==> src/rtl/core/saq_pkg.sv <==
// ----------------------------------------------------------------------------
// saq_pkg: shared types and constants for the shortest-arc quaternion unit
// Field widths, normalized magnitude format and the per-lane record.
// ----------------------------------------------------------------------------
`default_nettype none

package saq_pkg;

    localparam int DATA_W  = 16;            // every input and output field
    localparam int NLANE   = 4;             // w, x, y, z
    localparam int IN_W    = 6 * DATA_W;    // six packed vector components
    localparam int OUT_W   = NLANE * DATA_W;
    localparam int NMAG_W  = 30;            // magnitudes after prescale are below 2^30
    localparam int SQ_W    = 2 * NMAG_W;
    localparam int SUM_W   = SQ_W + 2;      // sum of four squares
    localparam int ROOT_W  = SUM_W / 2;     // floor sqrt of the sum
    localparam int QUO_W   = 17;            // enough to saturate at 32768

    typedef struct packed {
        logic              neg;
        logic [NMAG_W-1:0] mag;
    } lane_t;

    typedef lane_t [NLANE-1:0] quat_t;

endpackage

`default_nettype wire

==> src/rtl/core/saq_div.sv <==
// ----------------------------------------------------------------------------
// saq_div: one component divided by the norm
// Rounded numerator, overflow check, one restoring quotient bit per stage,
// then clamp and sign, with a zero result for a zero norm.
// ----------------------------------------------------------------------------
`default_nettype none

module saq_div #(
    parameter int FRAC_BITS = 14
) (
    input  wire logic                               aclk,
    input  wire logic                               aresetn,
    input  wire logic                               ce,
    input  wire logic                               in_valid,
    input  wire saq_pkg::lane_t                     in_lane,
    input  wire logic [saq_pkg::ROOT_W-1:0]         in_root,
    output logic                                    out_valid,
    output logic signed [saq_pkg::DATA_W-1:0]       out_q
);
    import saq_pkg::*;

    localparam int NUMW = NMAG_W + FRAC_BITS + 1;
    localparam int CW   = ((NUMW > ROOT_W + QUO_W) ? NUMW : ROOT_W + QUO_W) + 1;
    localparam logic [QUO_W-1:0] CAP_POS =
        QUO_W'((FRAC_BITS >= 15) ? 32767 : (1 << FRAC_BITS));
    localparam logic [QUO_W-1:0] CAP_NEG =
        QUO_W'((FRAC_BITS >= 15) ? 32768 : (1 << FRAC_BITS));

    logic [NUMW-1:0] num_next;
    logic            sat_next;

    always_comb begin
        num_next = (NUMW'(in_lane.mag) << FRAC_BITS) + NUMW'(in_root >> 1);
        sat_next = CW'(num_next) >= (CW'(in_root) << QUO_W);
    end

    // index 0 holds the initial partial remainder
    logic [ROOT_W-1:0] rem_reg  [QUO_W+1];
    logic [QUO_W-1:0]  lo_reg   [QUO_W+1];
    logic [QUO_W-1:0]  quo_reg  [QUO_W+1];
    logic [ROOT_W-1:0] root_reg [QUO_W+1];
    logic              neg_reg  [QUO_W+1];
    logic              sat_reg  [QUO_W+1];
    logic              zero_reg [QUO_W+1];
    logic              v_reg    [QUO_W+1];

    always_ff @(posedge aclk) begin
        if (!aresetn) begin
            v_reg[0] <= 1'b0;
        end else if (ce) begin
            v_reg[0] <= in_valid;
        end
    end

    always_ff @(posedge aclk) begin
        if (ce) begin
            rem_reg[0]  <= ROOT_W'(num_next >> QUO_W);
            lo_reg[0]   <= num_next[QUO_W-1:0];
            quo_reg[0]  <= '0;
            root_reg[0] <= in_root;
            neg_reg[0]  <= in_lane.neg;
            sat_reg[0]  <= sat_next;
            zero_reg[0] <= in_root == '0;
        end
    end

    for (genvar j = 0; j < QUO_W; j++) begin : g_div
        logic [ROOT_W:0]   trial;
        logic              ge;
        logic [ROOT_W-1:0] rem_next;

        always_comb begin
            trial    = {rem_reg[j], lo_reg[j][QUO_W-1-j]};
            ge       = trial >= {1'b0, root_reg[j]};
            rem_next = ge ? ROOT_W'(trial - {1'b0, root_reg[j]}) : ROOT_W'(trial);
        end

        always_ff @(posedge aclk) begin
            if (!aresetn) begin
                v_reg[j+1] <= 1'b0;
            end else if (ce) begin
                v_reg[j+1] <= v_reg[j];
            end
        end

        always_ff @(posedge aclk) begin
            if (ce) begin
                rem_reg[j+1]  <= rem_next;
                lo_reg[j+1]   <= lo_reg[j];
                quo_reg[j+1]  <= {quo_reg[j][QUO_W-2:0], ge};
                root_reg[j+1] <= root_reg[j];
                neg_reg[j+1]  <= neg_reg[j];
                sat_reg[j+1]  <= sat_reg[j];
                zero_reg[j+1] <= zero_reg[j];
            end
        end
    end

    // clamp and sign
    logic [QUO_W-1:0]        m, cap, mm;
    logic [DATA_W-1:0]       r_next;
    logic                    vo_reg;
    logic signed [DATA_W-1:0] q_out_reg;

    always_comb begin
        m   = sat_reg[QUO_W] ? '1 : quo_reg[QUO_W];
        cap = neg_reg[QUO_W] ? CAP_NEG : CAP_POS;
        mm  = (m > cap) ? cap : m;
        if (zero_reg[QUO_W]) begin
            r_next = '0;
        end else if (neg_reg[QUO_W]) begin
            r_next = DATA_W'(-mm);
        end else begin
            r_next = DATA_W'(mm);
        end
    end

    always_ff @(posedge aclk) begin
        if (!aresetn) begin
            vo_reg <= 1'b0;
        end else if (ce) begin
            vo_reg <= v_reg[QUO_W];
        end
    end

    always_ff @(posedge aclk) begin
        if (ce) begin
            q_out_reg <= r_next;
        end
    end

    assign out_valid = vo_reg;
    assign out_q     = q_out_reg;

endmodule

`default_nettype wire

==> config.mk <==
export PLATFORM = sky130hd
export DESIGN_NAME = saq_div
export DESIGN_NICKNAME = d
export VERILOG_FILES = /design/src/rtl/core/saq_pkg.sv /design/src/rtl/core/saq_div.sv
export SDC_FILE = /design/constraint.sdc
export NUM_CORES = 2
export LEC_CHECK = 0
export ABC_CLOCK_PERIOD_IN_PS = 9900
export BUFFER_PORTS_ARGS = -buffer_cell sky130_fd_sc_hd__buf_2
export CORE_MARGIN = 3
export CORE_UTILIZATION = 52
export CTS_CLUSTER_DIAMETER = 80
export DETAILED_ROUTE_END_ITERATION = 7
export PLACE_DENSITY_LB_ADDON = 0.2
export SKIP_CTS_REPAIR_TIMING = 1
export SLEW_MARGIN = 20
export SYNTH_ARGS = -nofsm -noshare
export SYNTH_HDL_FRONTEND = slang
export SYNTH_SLANG_ARGS = --single-unit
==> constraint.sdc <==
create_clock -name aclk -period 9.9 [get_ports aclk]
set_clock_uncertainty 0.05 [all_clocks]
set_input_delay 1.98 -clock aclk [delete_from_list [all_inputs] [get_ports aclk]]
set_output_delay 1.98 -clock aclk [all_outputs]
set_load 0.01 [all_outputs]
### Word-level counts from Yosys, hierarchy flattened

Memories as Yosys holds them, arrays and structs flattened. A register that Yosys moved wholly into a read port is not among the register bits.
Index checks and enable logic that the tools add are counted.

| cells by class | value |
|---|---|
| magnitude comparators | 19 |
| divide/modulo/power cells | 0 |
| equal/unequal tests | 0 |
| shift operators | 0 |
| bitwise logic cells | 18 |
| add/subtract/negate cells | 19 |
| muxes and demuxes | 43 |
| reduce and logical (&&, ||, !) cells | 2 |
| multiply operators | 0 |

Operators with widths:

| operator | count |
|---|---|
| >= comparator 32 x 31 -> 1 bit | 17 |
| 2-to-1 mux 31 bit | 17 |
| subtractor 31 bit | 17 |
| >= comparator 45 x 48 -> 1 bit | 1 |
| adder 44 x 30 -> 45 bit | 1 |
| 2-to-1 mux 16 bit | 2 |
| zero test 31 bit | 1 |
| 2-to-1 mux 1 bit | 23 |
| OR 1 bit | 18 |
| greater-than comparator 17 x 15 -> 1 bit, second input constant | 1 |
| 2-to-1 mux 17 bit | 1 |
| negation 16 bit | 1 |
| zero test 1 bit | 1 |

| storage, ports and cells | value |
|---|---|
| input port bits | 66 |
| latch bits | 0 |
| output and inout port bits | 17 |
| logic and storage cells | 110 |
| RAM bits | 1,800 |
| flip-flop bits (word level) | 16 |
| ROM bits | 0 |
| memories kept | 8 |

Memory list:

| memory | depth | bits a word | rd ports | clocked after Yosys merged registers in | wr ports | line | RTL |
|---|---|---|---|---|---|---|---|
| rem_reg | 18 | 31 | 17 | 0 | 18 | saq_div.sv:38 | `logic [ROOT_W-1:0] rem_reg [QUO_W+1];` |
| root_reg | 18 | 31 | 17 | 0 | 18 | saq_div.sv:41 | `logic [ROOT_W-1:0] root_reg [QUO_W+1];` |
| lo_reg | 18 | 17 | 17 | 0 | 18 | saq_div.sv:39 | `logic [QUO_W-1:0] lo_reg [QUO_W+1];` |
| quo_reg | 18 | 17 | 18 | 0 | 18 | saq_div.sv:40 | `logic [QUO_W-1:0] quo_reg [QUO_W+1];` |
| neg_reg | 18 | 1 | 18 | 0 | 18 | saq_div.sv:42 | `logic neg_reg [QUO_W+1];` |
| sat_reg | 18 | 1 | 18 | 0 | 18 | saq_div.sv:43 | `logic sat_reg [QUO_W+1];` |
| 2 more memories | -- | -- | -- | -- | -- | -- |  |

### Depth between registers and ports, before layout

An unclocked memory read counts as a cell.

| logic depth | value |
|---|---|
| depth in word-level cells | 6 |
| mapped depth | 23 |
| gate-level depth less buffers | 23 |

### Least setup slack after synthesis

Ideal clock, no wire load.

| timing | value |
|---|---|
| kind | in2reg |
| start | input in_lane[1] (netlist bit) |
| end | memory sat_reg[0] (data pin) |
| path buffers | 0 |
| library setup time | 0.268 ns |
| stages on the path | 22 |
| required time | 9.582 ns |
| slack | 3.972 ns |
| arrival time | 5.610 ns |
| cell sequence | ha_1 a21o_1 a21o_1 a21oi_1 o21ai_0 a211o_1 o31a_1 a221o_1 o21ai_0 nor2_1 xor2_1 ha_1 a21o_1 a21oi_1 nor2b_1 o21ai_0 nand2b_1 a21oi_1 nor2b_1 o21ai_0 and3b_1 a21oi_1 |

RTL lines:

| element | line | RTL |
|---|---|---|
| start: declaration | saq_div.sv:15 | `input wire saq_pkg::lane_t in_lane,` |
| end: declaration | saq_div.sv:43 |  |

==> results.yml <==
placed_design:
  gp_congestion: 0.940
  place_area_mm2: 0.0762
  dpl_worst_slack_ns: 3.01
  hpwlAfterDp_mm: 118
  portBuffers: 82
global_route:
  antenna_found_initial: 2
  track_usage_pct: 21.1
  grt_first_pass_wirelength_mm: 249
  grt_overflow_total: 0
  grt_max_degree: 158
  grt_pass1_vias: 50900
timing:
  max_freq_ghz: 0.163
  tns_ns: 0
  timing.final.crit_share_pct: 61.8
  worst_slack_ns: 3.78
  setup_viol: 0
  period_minus_slack_ns: 6.12
  rsz0062_at_grt: "no"
  worstMarginPinSlew_ns: 0.973
  maxSlewViolCount: 0
  slew_headroom_pct: 35.1
  finalHoldViolations: 0
drt:
  viasPerCell: 5.66
  drc: 0
  ant_nets: 0
  post_drt_wl_per_cell_um: 17.9
  wl_mm: 155
  drt_first_pass_iters: 5
  vias: 49100
  drt_iter0_markers: 2571
synthesis:
  yosysTopAreaCellShare_pct: 53.0
  synth-seq-cells: 1299
  syn_nets: 7205
  synthArstFlopShare_pct: 0
  yosysWarnings: 0
  netlist_area_mm2: 0.0735
  syn_area_per_cell_um2: 11.2
  synth_top_cell_by_area: "edfxtp_1"
  synthTopCellsByArea: "edfxtp_1 (53%), ha_1 (9.7%), inv_1 (3.5%)"
  synth_edf_count: 1297
  synth_cell_types: 80
  yosys_most_used_dff: "edfxtp_1"
  seq_area_frac_synth_pct: 53.0
  synth_cells: 6552
worst_setup_path:
  cp.required_ns: 10.33
  worstSetupPathType: "in2reg"
  crit_fanout: 8
  startpoint_type: "input pin"
  arrival_ns: 6.55
  regToRegSetupSlack_ns: 5.01
  end_kind: "flop"
layout:
  drive_above_1_share_pct: 8.13
  largest_reg_flops: 524
  final_common_cell: "edfxtp_1"
  fin_area_mm2: 0.0809
  synthToLayoutAreaGrowth_pct: 10.1
  nets: 7349
  final_cell_mix: "edfxtp_1 (1297), inv_1 (685), ha_1 (570)"
  utilization_pct: 57.9
pwr:
  p_comb_share_pct: 44.3
  power_density_mw_per_mm2: 311
  switchingPower_mw: 9.14
  swShare_pct: 36.4
  ir_drop_uv: 187
  intPower_mw: 16.0
  p_clk_share_pct: 21.1
  p_seq_share_pct: 34.6
  leakage_nw: 33.7
clock_tree:
  root_buffer: "clkbuf_16"
  cts.sinks: 1299
  clockBufferDepth: 3
  cts.htree.levels: 4
  cts_made_buffers: 146
  cts.reportedPaths.clkPinSlew_ns: 0.06
  cts_tree: "done"
  worstSkewPairLatency_ns: 0.75
floorplanning:
  die_w_um: 382
  ios: 83
  start_util_pct: 52.5
  core_mm2: 0.140
  die-area_mm2: 0.146
  die_h_um: 382
  rows: 137
status:
  status: "finished clean"
flow_run:
  drv_cap: 0
hold_path:
  holdCritPathClass: "reg2reg"
-- kinds of logic after synthesis --
family	synth area share [%]
buffers and inverters	4.16
flip-flops	53.0
AO/OA/AOI/OAI	15.0
adder cells (fa/ha/maj)	10.2
XOR/XNOR	4.92
AND/OR/NAND/NOR	9.90
multiplexers	2.79
-- power by group through the flow --
stage	logic (mW)	clock network [mW]	registers, mW
after floorplan	8.57	0	8.54
after global placement	10.8	0	8.77
after detailed placement	11.0	0	8.80
after CTS	11.1	5.44	8.70
after global routing	12.4	5.66	8.84
final	11.1	5.29	8.70
-- synthesized netlist by cell type, types with 93 or more instances --
library cell  instances
o21ai_0             447
edfxtp_1           1297
mux2_2              165
nand3_1             109
nand2b_1             96
ha_1                570
a21oi_1             461
inv_1               685
xor2_1              189
xnor2_1             224
nor3_1               93
a21o_1              294
clkbuf_1             95
nor2_1              331
nand2_1             492
-- routing by layer --
| layer | share of wire, % | track usage [%] | routed length (um) | vias to the layer above |
|---|---|---|---|---|
| li1 | - | - | - | 24400 |
| met1 | 34 | 19.0 | 52900 | 23400 |
| met2 | 56 | 43.1 | 87500 | 949 |
| met3 | 2.6 | 2.75 | 4100 | 482 |
| met4 | 6.8 | 13.7 | 10600 | 0 |
| met5 | 0 | 0 | 0 | - |
-- final timing paths --
kind	cells past startpoint	endpoint	start
setup reg to reg	14	rem_reg[6][18]	lo_reg[5][11]
hold reg to reg	0	neg_reg[4]	neg_reg[3]
hold / removal	0	neg_reg[4]	neg_reg[3]
setup / recovery	23	sat_reg[0]	in_root[15]
-- through the flow --
stage / hold WS, ns / power (mW) / instances
CTS: 0.357 / 25.3 / 8680
detailed placement: 0.355 / 19.8 / 8424
finish: 0.360 / 25.1 / 8684
floorplan: 0.350 / 17.1 / 6552
global placement: 0.351 / 19.6 / 8424
global route: 0.356 / 26.9 / 8684
-- final cells by class --
cell class | instances | area (um2)
clock inverter | 77 | 856
tap | 1876 | 2350
clock buffer | 179 | 3840
inverter | 688 | 2580
timing repair buffer | 116 | 743
antenna | 4 | 10.0
multi-input combinational | 4445 | 31600
fill | 11500 | 59000
sequential | 1299 | 39000
-- worst max-delay path, stage by stage --
cell      delay, ns
buf_2          0.14
ha_1           0.22
fa_1           0.41
a21o_1         0.20
a21oi_1        0.26
o21bai_1       0.10
a21oi_1        0.22
o21bai_1       0.15
a211oi_1       0.45
o31ai_1        0.15
a21oi_1        0.62
nor2_1         0.15
xor2_1         0.23
ha_1           0.28
a21oi_1        0.15
nor2b_1        0.06
o21ai_0        0.14
nand2b_1       0.07
a21oi_1        0.14
nor2b_1        0.06
o21ai_0        0.14
and3b_1        0.17
a21oi_1        0.06
No activity file was read; power rests on OpenSTA's default activity.
